==> src/hw/rtl/dfb_pkg.sv <==
// Package for the DShot frame burst generator: types, constants and frame builder.
`timescale 1ns / 1ps

package dfb_pkg;

  // Channel count and frame store size
  localparam int CHANNELS    = 4;
  localparam int STORE_DEPTH = 4;
  localparam int STORE_IDX_W = $clog2(STORE_DEPTH);
  localparam int CODE_LANES  = 4;

  // Frame and code widths
  localparam int FRAME_W = 16;
  localparam int CODE_W  = 16;
  localparam int THR_W   = 12;
  localparam int CH_W    = 3;
  localparam int SLOT_W  = 5;

  // DShot constants
  localparam logic [THR_W-1:0]   MIN_THR    = 12'd48;
  localparam logic [THR_W-1:0]   MAX_THR    = 12'd2047;
  localparam logic [THR_W-1:0]   THR_LIMIT  = MAX_THR - MIN_THR;
  localparam logic [FRAME_W-1:0] INIT_FRAME = 16'h0606;
  localparam int                 SLOTS      = 18;
  localparam logic [SLOT_W-1:0]  LAST_SLOT  = SLOT_W'(SLOTS - 1);

  // Queue between front and back
  localparam int QDEPTH = 4;
  localparam int QPTR_W = $clog2(QDEPTH);
  localparam int QCNT_W = $clog2(QDEPTH + 1);

  // Configuration register indexes (paddr[2])
  localparam logic REG_CODE_ONE  = 1'b0;
  localparam logic REG_CODE_ZERO = 1'b1;

  typedef enum logic {
    OP_SET  = 1'b0,
    OP_TICK = 1'b1
  } op_t;

  typedef enum logic {
    STATUS_OK     = 1'b0,
    STATUS_REJECT = 1'b1
  } status_t;

  typedef logic [STORE_DEPTH-1:0][FRAME_W-1:0] frame_arr_t;
  typedef logic [CODE_LANES-1:0][CODE_W-1:0]   code_arr_t;

  // One queued job: a set acknowledge or a tick with its frame snapshot
  typedef struct packed {
    logic       is_tick;
    status_t    status;
    frame_arr_t frames;
  } job_t;

  // Frame = {(throttle + 48) << 1, checksum}, telemetry bit 0
  function automatic logic [FRAME_W-1:0] build_frame(input logic [THR_W-1:0] thr);
    logic [THR_W-1:0] sum;
    logic [11:0]      v;
    logic [3:0]       csum;
    sum  = thr + MIN_THR;
    v    = {sum[10:0], 1'b0};
    csum = v[3:0] ^ v[7:4] ^ v[11:8];
    return {v, csum};
  endfunction

endpackage

==> src/hw/rtl/dfb_front.sv <==
// Front end: accepts items, checks set requests, holds the frame store, queues jobs.
`timescale 1ns / 1ps

module dfb_front (
  input  logic                         clk,
  input  logic                         rst,
  input  logic                         in_valid,
  output logic                         in_ready,
  input  logic                         op,
  input  logic [dfb_pkg::CH_W-1:0]     channel,
  input  logic [dfb_pkg::THR_W-1:0]    throttle,
  input  logic                         q_full,
  output logic                         push,
  output dfb_pkg::job_t                push_job
);
  import dfb_pkg::*;

  frame_arr_t frame_store;
  logic       accept;
  logic       bad;
  logic       is_tick;

  assign in_ready = !q_full;
  assign accept   = in_valid && in_ready;
  assign is_tick  = (op_t'(op) == OP_TICK);

  // Range check of a set request
  assign bad = (channel >= CH_W'(CHANNELS)) || (throttle > THR_LIMIT);

  // Job to the queue; a tick carries the store as it stands before this item
  always_comb begin
    push              = accept;
    push_job.is_tick  = is_tick;
    push_job.status   = (!is_tick && bad) ? STATUS_REJECT : STATUS_OK;
    push_job.frames   = frame_store;
  end

  // Frame store update on an accepted good set
  always_ff @(posedge clk) begin
    if (rst) begin
      for (int k = 0; k < STORE_DEPTH; k++) begin
        frame_store[k] <= INIT_FRAME;
      end
    end else if (accept && !is_tick && !bad) begin
      frame_store[channel[STORE_IDX_W-1:0]] <= build_frame(throttle);
    end
  end

endmodule

==> src/hw/rtl/dfb_queue.sv <==
// Short job queue between the front end and the burst sequencer.
`timescale 1ns / 1ps

module dfb_queue (
  input  logic          clk,
  input  logic          rst,
  input  logic          push,
  input  dfb_pkg::job_t push_job,
  output logic          full,
  input  logic          pop,
  output logic          not_empty,
  output dfb_pkg::job_t head_job
);
  import dfb_pkg::*;

  job_t              slots_q [QDEPTH];
  logic [QPTR_W-1:0] wr_ptr;
  logic [QPTR_W-1:0] rd_ptr;
  logic [QCNT_W-1:0] count;

  assign full      = (count == QCNT_W'(QDEPTH));
  assign not_empty = (count != '0);
  assign head_job  = slots_q[rd_ptr];

  // Storage
  always_ff @(posedge clk) begin
    if (push) begin
      slots_q[wr_ptr] <= push_job;
    end
  end

  // Pointers and fill count
  always_ff @(posedge clk) begin
    if (rst) begin
      wr_ptr <= '0;
      rd_ptr <= '0;
      count  <= '0;
    end else begin
      if (push) begin
        wr_ptr <= (wr_ptr == QPTR_W'(QDEPTH - 1)) ? '0 : wr_ptr + 1'b1;
      end
      if (pop) begin
        rd_ptr <= (rd_ptr == QPTR_W'(QDEPTH - 1)) ? '0 : rd_ptr + 1'b1;
      end
      case ({push, pop})
        2'b10:   count <= count + 1'b1;
        2'b01:   count <= count - 1'b1;
        default: count <= count;
      endcase
    end
  end

  // Checks
  a_no_overflow: assert property (@(posedge clk) disable iff (rst) push |-> !full)
    else $error("queue push while full");
  a_no_underflow: assert property (@(posedge clk) disable iff (rst) pop |-> not_empty)
    else $error("queue pop while empty");

endmodule

==> src/hw/rtl/dfb_back.sv <==
// Back end: turns queued jobs into result transfers through an output register.
`timescale 1ns / 1ps

module dfb_back (
  input  logic                        clk,
  input  logic                        rst,
  input  logic                        q_valid,
  input  dfb_pkg::job_t               head_job,
  output logic                        pop,
  input  logic [dfb_pkg::CODE_W-1:0]  code_one,
  input  logic [dfb_pkg::CODE_W-1:0]  code_zero,
  output logic                        out_valid,
  input  logic                        out_ready,
  output logic                        status,
  output logic [dfb_pkg::SLOT_W-1:0]  slot,
  output dfb_pkg::code_arr_t          codes,
  output logic                        last
);
  import dfb_pkg::*;

  logic [SLOT_W-1:0] slot_cnt;
  logic [SLOT_W-1:0] slot_cnt_next;
  logic              load;
  status_t           res_status;
  logic [SLOT_W-1:0] res_slot;
  code_arr_t         res_codes;
  logic              res_last;
  logic              frame_bit;

  // Result for the head job at the current slot
  always_comb begin
    res_status = head_job.is_tick ? STATUS_OK : head_job.status;
    res_slot   = head_job.is_tick ? slot_cnt : '0;
    res_last   = !head_job.is_tick || (slot_cnt == LAST_SLOT);
    frame_bit  = 1'b0;
    for (int k = 0; k < CODE_LANES; k++) begin
      res_codes[k] = '0;
      if (k < CHANNELS && k < STORE_DEPTH) begin
        frame_bit = head_job.frames[k][~slot_cnt[3:0]];
        if (head_job.is_tick && !slot_cnt[4]) begin
          res_codes[k] = frame_bit ? code_one : code_zero;
        end
      end
    end
  end

  // Advance when the output register is free or being drained
  always_comb begin
    load          = q_valid && (!out_valid || out_ready);
    pop           = load && res_last;
    slot_cnt_next = slot_cnt;
    if (load) begin
      slot_cnt_next = res_last ? '0 : slot_cnt + 1'b1;
    end
  end

  // Control registers
  always_ff @(posedge clk) begin
    if (rst) begin
      slot_cnt  <= '0;
      out_valid <= 1'b0;
    end else begin
      slot_cnt <= slot_cnt_next;
      if (load) begin
        out_valid <= 1'b1;
      end else if (out_ready) begin
        out_valid <= 1'b0;
      end
    end
  end

  // Output payload register
  always_ff @(posedge clk) begin
    if (load) begin
      status <= res_status;
      slot   <= res_slot;
      codes  <= res_codes;
      last   <= res_last;
    end
  end

  // Checks
  a_slot_range: assert property (@(posedge clk) disable iff (rst) slot_cnt <= LAST_SLOT)
    else $error("slot counter out of range");
  a_reject_single: assert property (@(posedge clk) disable iff (rst)
      out_valid && (status == STATUS_REJECT) |-> last && (slot == '0))
    else $error("rejected set must be a single result");
  a_last_slot: assert property (@(posedge clk) disable iff (rst)
      out_valid && last && (slot != '0) |-> (slot == LAST_SLOT))
    else $error("burst ended at wrong slot");
  a_mid_burst_counter: assert property (@(posedge clk) disable iff (rst)
      (slot_cnt != '0) |-> q_valid && head_job.is_tick)
    else $error("slot counter running without a tick job");

endmodule

==> src/hw/rtl/dshot_frame_burst_generator.sv <==
// Top level of the DShot frame burst generator: config registers, front, queue, back.
`timescale 1ns / 1ps

// Channel  Handshake              Payload
// in       in_valid / in_ready    op, channel, throttle
// out      out_valid / out_ready  status, slot, code_ch0..code_ch3, last
// config   psel/penable/pwrite    paddr, pwdata, prdata (pready tied high)
//
// A set request yields one result; a tick yields 18 results, one per unstalled cycle.
// An item is taken every cycle while the 4-entry job queue has room; the
// back end drains one result per cycle unless out_ready holds it back.
// An accepted item is registered in the job queue and then in the output register.
// Synchronous reset loads every frame with the throttle-zero frame.
// The queue and output register let input and output stall independently.

module dshot_frame_burst_generator (
  input  logic                         clk,
  input  logic                         rst,
  input  logic                         in_valid,
  output logic                         in_ready,
  input  logic                         op,
  input  logic [dfb_pkg::CH_W-1:0]     channel,
  input  logic [dfb_pkg::THR_W-1:0]    throttle,
  output logic                         out_valid,
  input  logic                         out_ready,
  output logic                         status,
  output logic [dfb_pkg::SLOT_W-1:0]   slot,
  output logic [dfb_pkg::CODE_W-1:0]   code_ch0,
  output logic [dfb_pkg::CODE_W-1:0]   code_ch1,
  output logic [dfb_pkg::CODE_W-1:0]   code_ch2,
  output logic [dfb_pkg::CODE_W-1:0]   code_ch3,
  output logic                         last,
  input  logic                         psel,
  input  logic                         penable,
  input  logic                         pwrite,
  input  logic [2:0]                   paddr,
  input  logic [31:0]                  pwdata,
  output logic [31:0]                  prdata,
  output logic                         pready
);
  import dfb_pkg::*;

  logic [CODE_W-1:0] code_one;
  logic [CODE_W-1:0] code_zero;
  logic              cfg_wr;
  logic              q_full;
  logic              q_valid;
  logic              push;
  logic              pop;
  job_t              push_job;
  job_t              head_job;
  code_arr_t         codes;

  // Configuration port
  assign pready = 1'b1;
  assign cfg_wr = psel && penable && pwrite && pready;

  always_ff @(posedge clk) begin
    if (rst) begin
      code_one  <= '0;
      code_zero <= '0;
    end else if (cfg_wr) begin
      case (paddr[2])
        REG_CODE_ONE:  code_one  <= pwdata[CODE_W-1:0];
        REG_CODE_ZERO: code_zero <= pwdata[CODE_W-1:0];
        default:       code_one  <= code_one;
      endcase
    end
  end

  always_comb begin
    case (paddr[2])
      REG_CODE_ONE:  prdata = {16'd0, code_one};
      REG_CODE_ZERO: prdata = {16'd0, code_zero};
      default:       prdata = '0;
    endcase
  end

  dfb_front u_front (
    .clk      (clk),
    .rst      (rst),
    .in_valid (in_valid),
    .in_ready (in_ready),
    .op       (op),
    .channel  (channel),
    .throttle (throttle),
    .q_full   (q_full),
    .push     (push),
    .push_job (push_job)
  );

  dfb_queue u_queue (
    .clk       (clk),
    .rst       (rst),
    .push      (push),
    .push_job  (push_job),
    .full      (q_full),
    .pop       (pop),
    .not_empty (q_valid),
    .head_job  (head_job)
  );

  dfb_back u_back (
    .clk       (clk),
    .rst       (rst),
    .q_valid   (q_valid),
    .head_job  (head_job),
    .pop       (pop),
    .code_one  (code_one),
    .code_zero (code_zero),
    .out_valid (out_valid),
    .out_ready (out_ready),
    .status    (status),
    .slot      (slot),
    .codes     (codes),
    .last      (last)
  );

  assign code_ch0 = codes[0];
  assign code_ch1 = codes[1];
  assign code_ch2 = codes[2];
  assign code_ch3 = codes[3];

endmodule

==> config.mk <==
export PLATFORM = sky130hd
export DESIGN_NAME = dshot_frame_burst_generator
export DESIGN_NICKNAME = d
export VERILOG_FILES = /design/src/hw/rtl/dfb_pkg.sv /design/src/hw/rtl/dfb_front.sv /design/src/hw/rtl/dfb_queue.sv /design/src/hw/rtl/dfb_back.sv /design/src/hw/rtl/dshot_frame_burst_generator.sv
export SDC_FILE = /design/constraint.sdc
export NUM_CORES = 1
export LEC_CHECK = 0
export BUFFER_PORTS_ARGS = -buffer_cell sky130_fd_sc_hd__buf_4
export CAP_MARGIN = 20
export CORE_MARGIN = 3
export CORE_UTILIZATION = 50
export DETAILED_ROUTE_END_ITERATION = 12
export MAX_ROUTING_LAYER = met4
export PLACE_DENSITY = 0.69
export SLEW_MARGIN = 20
export SYNTH_ARGS = -nofsm -noshare
export SYNTH_HDL_FRONTEND = slang
export SYNTH_HIERARCHICAL = 1
export SYNTH_SLANG_ARGS = --single-unit
==> constraint.sdc <==
create_clock -name clk -period 6.7 [get_ports clk]
set_clock_uncertainty 0.1 [all_clocks]
set_input_delay 1.005 -clock clk [delete_from_list [all_inputs] [get_ports clk]]
set_output_delay 1.005 -clock clk [all_outputs]
set_load 0.005 [all_outputs]
# After elaboration in Yosys (flattened, before gate mapping)
# Memories as Yosys holds them, arrays and structs flattened. A register that Yosys moved wholly into a read port is not among the register bits.
# Index checks and enable logic that the tools add are counted.
# op_classes
add_sub_neg,6
order_cmp,5
n_eq_ne,6
mux,27
bitwise_logic,4
n_reduce_logical,24
# ops
cell,n
$mux W16,5
$bwmux W64,1
$pmux W32 S2,1
$demux W16 S2,1
$bmux W1 S4,4
$gt A12 B11 Y1 const B,1
$add A11 B6 Y11 const B,1
$logic_and A1 B1 Y1,10
$mux W1,9
$mux W2,4
$xor A4 B4 Y4,2
$eq A2 B2 Y1 const B,3
$logic_not A1 Y1,6
$pmux W3 S2,1
$add A5 B1 Y5 const B,1
$eq A5 B5 Y1 const B,1
$lt A4 B5 Y1 const B,1
$mux W5,1
$add A2 B1 Y2 const B,2
$not A4 Y4,1
$reduce_and A2 Y1,2
$reduce_bool A2 Y1,2
$add A3 B1 Y3 const B,1
$eq A3 B3 Y1 const B,1
8 further kinds,10
# totals
register_bits,180
ramBits,264
input_bits,58
out_inout_bits,106
mem_count,1
# memory_table
name,depth,width,rd,rd_ports_with_merged_regs,write_ports,line_no,text
u_queue.slots_q,4,66,1,1,1,dfb_queue.sv:16,job_t slots_q [QDEPTH];

# Longest topological paths before layout
# Gate-level depths: netlist of run 1.
# logic_depth
ltp_word,6
depth_mapped,11

# Modules after synthesis
# The synthesis of run 1 kept the hierarchy.
# modules_own_cells
mod,instances,cells_per_inst,area_each_um2,seq_area_each_um2
dfb_queue,1,388,9958.3,8107.8
dfb_back,1,225,3797.4,2252.2
dfb_front,1,286,2496.1,1201.2
dshot_frame_burst_generator,1,161,1690.4,640.6

# Worst setup path before layout of run 1
# Ideal clock, no wire load.
# synth_path
path_kind,input to register
start,in out_ready
end,reg u_queue.count[2]
setup_ps,70
t_arrival_ps,4644
required_time_ps,6530
slack_ps,1887
stages,9
path_buffers,1
cell_sequence,nand2b_1 > and2_1 > clkbuf_1 > and2_1 > ha_1 > fa_1 > xnor2_1 > or3_1 > a21oi_1
# synth_via
elab_chain_cells,5
elab_cells_between_ends,7
cone_classes,eq/ne: 2; mux: 1; reduce/logical: 4
# synth_rtl
element,line_no,text
start: declaration,dshot_frame_burst_generator.sv:25,"input logic out_ready,"
$logic_or A1 B1 Y1 *,dfb_back.sv:49,load = q_valid && (!out_valid || out_ready);
$logic_and A1 B1 Y1 *,dfb_back.sv:49,
named net u_back.load,dfb_back.sv:23,logic load;
$logic_and A1 B1 Y1 *,dfb_back.sv:50,pop = load && res_last;
named net pop,dshot_frame_burst_generator.sv:49,logic pop;
$eq A2 B1 Y1 or $eq A2 B2 Y1 (tied branches),dfb_queue.sv:45,"case ({push, pop})"
$pmux W3 S2 or $reduce_bool A2 Y1 (tied branches),-,
end signal: assignment,dfb_queue.sv:46,2'b10: count <= count + 1'b1;
end signal: assignment,dfb_queue.sv:47,2'b01: count <= count - 1'b1;
end signal: assignment,dfb_queue.sv:48,default: count <= count;
end: declaration,dfb_queue.sv:19,logic [QCNT_W-1:0] count;
# The timed path passes the listed nets; every way through them passes the cells marked *.
# A chain may end at the register's enable or synchronous reset.

==> results of run 1 <==
-- kinds of logic (layout without fill, tap and decap cells) --
logic type | Yosys count | in the layout | share of synthesized area
and+or+nand+nor | 203 | 203 | 0.05893
AOI/OAI and AO/OA | 151 | 151 | 0.07029
xor gates and xnor gates | 18 | 18 | 0.008787
adders and majority gates | 11 | 11 | 0.008089
other | 3 | 21 | 0.0006276
muxes | 141 | 141 | 0.1386
buffers and inverters | 91 | 230 | 0.03466
DFF | 442 | 442 | 0.6801
-- synth_stat cells (all sizes together) (4+ instances only) --
cell type	n	area, um2
mux2	24	289.0
mux4	82	1847
mux2i	35	350.3
and2	12	75.07
xnor2	9	78.83
a21o	4	33.79
nor3b	4	30.03
edfxtp	335	10060
nor2	37	138.9
ha	10	125.1
o22ai	4	80.08
clkbuf	18	68.81
inv	9	33.78
dfxtp	107	2142
a211oi	18	135.1
nand2b	49	306.5
buf	64	519.2
a211o	8	73.82
a22o	68	633.1
nand4	4	40.04
nand2	74	277.8
a21oi	43	249.0
xor2	9	78.83
-- how the worst max path moves through the flow --
stage	cells after the start	end	startpoint
after global routing	9	u_queue/count[2]	flop
final	6	u_back/codes[11]	flop
after detailed placement	9	u_queue/count[2]	flop
after floorplan	9	u_queue/count[2]	out_ready
after global placement	4	u_queue/slots_q[0][14]	in_valid
after CTS	9	u_queue/count[2]	flop
-- report_power, final --
part,total [uW],internal (uW),switching (uW)
Sequential,3560,3410,149
Clock,2330,1340,989
Combinational,1870,831,1040
Total,7760,5580,2170
-- final cells by class --
type,count,share of cell area
well taps,455,0.02786
clock inverters,17,0.006675
repair buffers,138,0.05070
inverters,9,0.001653
flip-flops and latches,442,0.5974
multi-input cells,545,0.2542
clock buffers,66,0.06148
-- flip-flops by register name, summed over array words and instances, names as in the netlist, 2 cells and up, named ones only --
name / count
code_one: 16
code_zero: 16
u_back/codes: 64
u_back/slot: 5
u_back/slot_cnt: 5
u_front/push_job: 60
u_queue/count: 3
u_queue/rd_ptr: 2
u_queue/slots_q: 264
u_queue/wr_ptr: 2
-- layer usage --
metal  up-vias  global-route usage  wire length [um]
met4         0             0.05809               852
met3        63             0.03192              2103
met2       284              0.3346             19110
li1       4322                   -                 -
met1      4850              0.2499             15020
met5         -                   -                 0
-- through the flow --
stage | util | power, uW | worst slack, ps
2_1_floorplan | - | 4836 | 1887
3_3_place_gp | 0.5445 | 5484 | 2844
3_5_place_dp | 0.5445 | 5507 | 2827
4_1_cts | 0.5843 | 7837 | 2778
5_1_grt | 0.5843 | 8084 | 2609
6_report | 0.5843 | 7759 | 2801
-- critical path, delay by kind of cell, from the launching register on --
family	cells	cell delay, ps
buf+inv	1	600
compound gates	2	830
flops	1	940
mux	3	1240
==> impl_metrics.yaml, run 1 <==
synth:
  ys.flop_type: "edfxtp_1"
  synthArstFlopShare: 0
  syn_area_um2: 17940
  synth_edf_count: 335
  synthCells: 1060
  synth_seq_cells: 442
  yosysUniqueCellTypes: 56
  avgSynthCellArea_um2: 16.93
  ys.warnings.count: 6
  synth_seq_area_share: 0.6801
flow_run:
  maxCapViolCount: 0
worst_setup_path:
  startpoint_type: "flop"
  path_class: "reg -> reg"
  reg2reg_slack_ps: 2800
  rr_endpoint: "u_back/codes[11]"
  required_ps: 7000
  cpPeakStageDelay_ps: 940
  crit_path_max_fanout: 34
  cpMostUsedCell: "mux4_2"
  crit_path_end_kind: "flop"
  r2r_cells: 6
  path_cells: "buf_4 > mux4_2 > mux4_2 > mux2_4 > o22ai_4 > a22o_1"
  worstPathArrival_ps: 4200
  slowest_stage: "dfxtp_2"
power_and_ir_drop:
  p_leak_uw: 0.006853
  power_density_nw_per_um2: 379.7
  peakVddDrop_mv: 0.2836
timing:
  fmax_mhz: 256.5
  timing.hold.ws_ps: 391.8
  fin_crit_sh: 0.5819
  rsz0062_at_grt: "false"
  slew_viol_final: 0
  max_slew_margin: 0.3542
  finalSetupViolCount: 0
  tns_ps: 0
  tightest_slew_ps: 967.4
  timing.final.crit_period_ps: 3899
  hold_viol_final: 0
layout:
  final_common_cell: "edfxtp_1"
  final_nets: 1250
  insertedDiodeCount: 0
  fin_area_um2: 20430
  drive_gt1_frac: 0.2761
  final_cell_mix: "edfxtp_1, buf_4, dfxtp_1, mux4_2, nand2_1"
  final_cells: 1672
  multiInputGateArea_um2: 5194
  syn2layout_area_growth_pct: 13.88
  nFillCells: 2616
  ff_latch_area_um2: 12210
drt:
  num_vias: 9519
  first_pass_iters: 5
  wl_per_cell_um: 22.18
  drt-total-wl_mm: 37.09
  ant_nets: 0
  viasPerCell: 5.693
  drt_drc_violations_left: 0
  drtIter0Drc: 691
placement:
  port-buffer-count: 128
  postPlaceCellArea_um2: 19040
  gp_congestion: 0.7327
  dp_cells: 1589
  hpwlAfterDp_mm: 21.87
floorplanning:
  rows: 68
  start_util: 0.5131
  die_y_um: 195.4
  die_w_um: 195.4
  die-area_um2: 38190
  ios: 164
  core-area_um2: 34970
clock_tree:
  clk_path_buf_depth: 3
  cts_setup_buffers: 0
  htreeDepth: 2
  cts_resized: 0
  cts_hold_buf: 0
  cts_tree: "done"
  insertion_delay_ps: 550
  cts.sinks: 442
  clk_pin_slew_ps: 60
  cts_buffers: 45
  root_buffer: "clkbuf_16"
global_routing:
  grt_pass1_wl_mm: 56.40
  grt_max_degree: 77
  grt_pass1_vias: 9632
  antenna_found_initial: 0
  track_usage: 0.1982
  grt.overflow.total: 0
min_path:
  min_to: "u_queue/slots_q[0][14]"
  worstHoldPathCells: 0
  hp-start: "u_front/push_job[14]"
  hp-class: "reg -> reg"
outcome:
  outcome: "finished clean"
No activity file was read; power rests on OpenSTA's default activity.
==> run 2, diff against run 1 <==
Clock period 6.7 ns to 3.6 ns, I/O delays scaled along.
==> impl_metrics.yaml, run 2 (synthesized netlist as in run 1, its figures left out) <==
clock_tree:
  cts_buffers: 44
  cts_setup_buffers: 0
  htreeDepth: 2
  cts_hold_buf: 0
  insertion_delay_ps: 540
  clk_pin_slew_ps: 60
  cts_resized: 0
  clk_path_buf_depth: 3
  cts_tree: "done"
  root_buffer: "clkbuf_16"
  cts.sinks: 442
worst_setup_path:
  path_buf_inv: 1
  worstPathArrival_ps: 3420
  worstSetupEndpoint: "u_back/codes[33]"
  path_class: "reg -> reg"
  crit_path_max_fanout: 16
  reg2reg_slack_ps: 380
  required_ps: 3800
  path_cells: "buf_12 > mux4_2 > mux4_2 > mux2_4 > a22o_4 > a22o_1"
  crit_path_end_kind: "flop"
  startpoint_type: "flop"
  cpMostUsedCell: "mux4_2"
  cp_top_family: "multiplexers"
  slowest_stage: "dfxtp_4"
  cp_num_cells: 6
  rr_endpoint: "u_back/codes[33]"
  r2r_cells: 6
  cpPeakStageDelay_ps: 620
global_routing:
  grt_pass1_wl_mm: 57.12
  antenna_found_initial: 0
  grt_pass1_vias: 9660
  grt_max_degree: 76
  track_usage: 0.2001
  grt.overflow.total: 0
timing:
  fin_crit_sh: 0.8952
  timing.hold.ws_ps: 129.0
  slew_viol_final: 0
  finalSetupViolCount: 0
  max_slew_margin: 0.3784
  timing.final.crit_period_ps: 3223
  fmax_mhz: 310.3
  rsz0062_at_grt: "false"
  tightest_slew_ps: 932.4
  hold_viol_final: 0
  tns_ps: 0
layout:
  drive_gt1_frac: 0.3005
  largest_register_ffs: 264
  syn2layout_area_growth_pct: 15.94
  final_common_cell: "edfxtp_1"
  fin_area_um2: 20800
  final_cell_mix: "edfxtp_1, buf_4, dfxtp_1, mux4_2, nand2_1"
  top_register: "u_queue/slots_q"
  final_nets: 1272
  insertedDiodeCount: 0
outcome:
  outcome: "finished clean"
min_path:
  hp-class: "in -> reg"
drt:
  viasPerCell: 5.658
  first_pass_iters: 5
  drtIter0Drc: 683
  num_vias: 9579
  ant_nets: 0
  wl_per_cell_um: 22.00
  drt-total-wl_mm: 37.25
  drt_drc_violations_left: 0
floorplanning:
  rows: 68
  die-area_um2: 38190
  die_y_um: 195.4
  die_w_um: 195.4
  ios: 164
  start_util: 0.5131
  core-area_um2: 34970
power_and_ir_drop:
  power_density_nw_per_um2: 714.9
  peakVddDrop_mv: 0.4456
  power_uw: 14870
  p_leak_uw: 0.007062
placement:
  postPlaceCellArea_um2: 19320
  port-buffer-count: 128
  gp_congestion: 0.7596
  hpwlAfterDp_mm: 22.40
flow_run:
  maxCapViolCount: 0
run 2: cell types whose count changed in the layout (fill, tap and decap cells not counted), sizes merged:
cell,change
buf,+23
bufinv,+3
clkinv,+5
clkbuf,-10
run 2: cell type report:
cell class              count  area, um2
fillers                  2593      14170
inverters                   9      33.78
flip-flops and latches    442      12210
multi-input cells         545       5194
clock buffers              56       1237
repair buffers            161       1321
well taps                 455      569.3
clock inverters            25      240.2
run 2: stage by stage:
step	setup slack, ps	std cells	utilization
final	377.3	1693	0.5949
after global routing	292.3	1693	0.5949
after CTS	325.1	1693	0.5949
after detailed placement	326.5	1612	0.5526
after global placement	351.4	1612	0.5526
after floorplan	206.2	1078	-
run 2: routing by layer:
layer | track usage | routed length (um)
met3 | 0.03019 | 1960
met4 | 0.05862 | 876
met5 | - | 0
met1 | 0.2575 | 15250
met2 | 0.3336 | 19160
run 2: power by group:
part           total, uW  leakage [uW]  internal [uW]  switching, uW
clock network       4570      0.000737           2720           1840
logic               3690       0.00248           1720           1970
registers           6610       0.00384           6340            275
total              14900       0.00706          10800           4090
run 2: worst min-delay path by stage:
stage,startpoint,endpoint,cells past startpoint
CTS,op,u_queue/slots_q[1][65],1
detailed placement,u_front/push_job[34],u_queue/slots_q[3][34],0
global placement,u_front/push_job[15],u_queue/slots_q[3][15],0
global route,op,u_queue/slots_q[2][65],1
floorplan,u_queue/count[2],u_queue/count[2],2
finish,op,u_queue/slots_q[1][65],1
run 2: worst reg2reg max path: cells and delay by family (launching register included):
kind | cells | cell delay [ps]
AO/OA/AOI/OAI | 2 | 590
buffers and inverters | 1 | 240
flip-flops | 1 | 620
multiplexers | 3 | 1430
==> run 3, diff against run 2 <==
Settings changed: PLACE_DENSITY 0.69 to 0.7.
==> impl_metrics.yaml, run 3 (synthesized netlist as in run 1, its figures left out) <==
outcome:
  outcome: "finished clean"
clock_tree:
  cts_setup_buffers: 0
  cts_buffers: 44
  htreeDepth: 2
  cts_tree: "done"
  cts_hold_buf: 0
  insertion_delay_ps: 550
  clk_path_buf_depth: 3
  cts.sinks: 442
  root_buffer: "clkbuf_16"
  cts_resized: 0
  clk_pin_slew_ps: 60
placement:
  gp_congestion: 0.7830
  port-buffer-count: 128
  dpl_worst_slack_ps: 386.5
  hpwlAfterDp_mm: 22.06
  postPlaceCellArea_um2: 19290
global_routing:
  use_met1: 0.2582
  grt_pass1_wl_mm: 58.02
  met2_usage: 0.3412
  use_met3: 0.02709
  grt.overflow.total: 0
  track_usage: 0.2016
  grt-busiest-layer: "met2"
  antenna_found_initial: 0
  grt_pass1_vias: 9825
  grt_max_degree: 85
timing:
  rsz0062_at_grt: "false"
  fmax_mhz: 316.8
  finalSetupViolCount: 0
  fin_crit_sh: 0.8767
  finalWorstSetupSlack_ps: 443.9
  hold_viol_final: 0
  max_slew_margin: 0.3866
  tns_ps: 0
  timing.hold.ws_ps: 118.4
  timing.final.crit_period_ps: 3156
  tightest_slew_ps: 920.0
  slew_viol_final: 0
drt:
  drt_drc_violations_left: 0
  drt-total-wl_mm: 37.72
  num_vias: 9654
  viasPerCell: 5.712
  drtIter0Drc: 692
  first_pass_iters: 5
  ant_nets: 0
  wl_per_cell_um: 22.32
power_and_ir_drop:
  p_leak_uw: 0.007041
  power_density_nw_per_um2: 715.5
  peakVddDrop_mv: 0.4821
layout:
  top_register: "u_queue/slots_q"
  fin_area_um2: 20780
  drive_gt1_frac: 0.2972
  largest_register_ffs: 264
  insertedDiodeCount: 0
  fin_util: 0.5941
  final_cell_mix: "edfxtp_1, buf_4, dfxtp_1, mux4_2, nand2_1"
  syn2layout_area_growth_pct: 15.80
  final_nets: 1268
  final_common_cell: "edfxtp_1"
floorplanning:
  die-area_um2: 38190
  start_util: 0.5131
  die_w_um: 195.4
  die_y_um: 195.4
  rows: 68
  ios: 164
  core-area_um2: 34970
worst_setup_path:
  crit_path_end_kind: "flop"
  required_ps: 3790
  path_class: "reg -> reg"
  worstPathArrival_ps: 3350
  crit_path_max_fanout: 16
  startpoint_type: "flop"
flow_run:
  maxCapViolCount: 0
min_path:
  hp-class: "in -> reg"
  hp-start: "op"
==> run 3: cell types whose count changed in the layout (fill, tap and decap cells not counted), sizes merged <==
cell      change
clkinvlp      -1
bufinv        -1
buf           -4
clkbuf        +4
inv           -1
==> run 3: layout make-up <==
class	instances	area (um2)
Fill cell	2606	14190
Tap cell	455	569.3
Sequential cell	442	12210
Clock buffer	60	1284
Clock inverter	22	197.7
Inverter	9	33.78
Multi-Input combinational cell	545	5194
Timing Repair Buffer	157	1291
==> run 3: through the flow <==
step	cells	power [uW]
floorplan	1078	8973
detailed placement	1608	10450
global route	1690	15450
global placement	1608	10380
CTS	1690	15010
finish	1690	14870
==> run 3: worst paths after layout <==
check	endpoint	slack, ps	cells after the start
setup / recovery	u_back/codes[33]	440	6
hold / removal	u_queue/slots_q[1][65]	120	1
setup reg to reg	u_back/codes[33]	440	6
hold reg to reg	u_queue/count[2]	400	2
==> run 3: power by group <==
part           switching [uW]  internal [uW]  leakage (uW)  total, uW
sequential                269           6340       0.00384       6610
clock                    1850           2720      0.000738       4570
combinational            1990           1700       0.00246       3690
total                    4110          10800       0.00704      14900
==> run 3: worst max-delay path: stages, from the launching register on <==
cell and delay (ps):
dfxtp_4 520, buf_4 310, mux4_2 540, mux4_2 510, mux2_4 330, a22o_4 370, a22o_1 220
==> run 3: per-layer routing <==
layer / share of wire / wire length (um)
met3: 0.060 / 2270
met2: 0.52 / 19430
met1: 0.40 / 15140
met4: 0.023 / 870
met5: 0 / 0
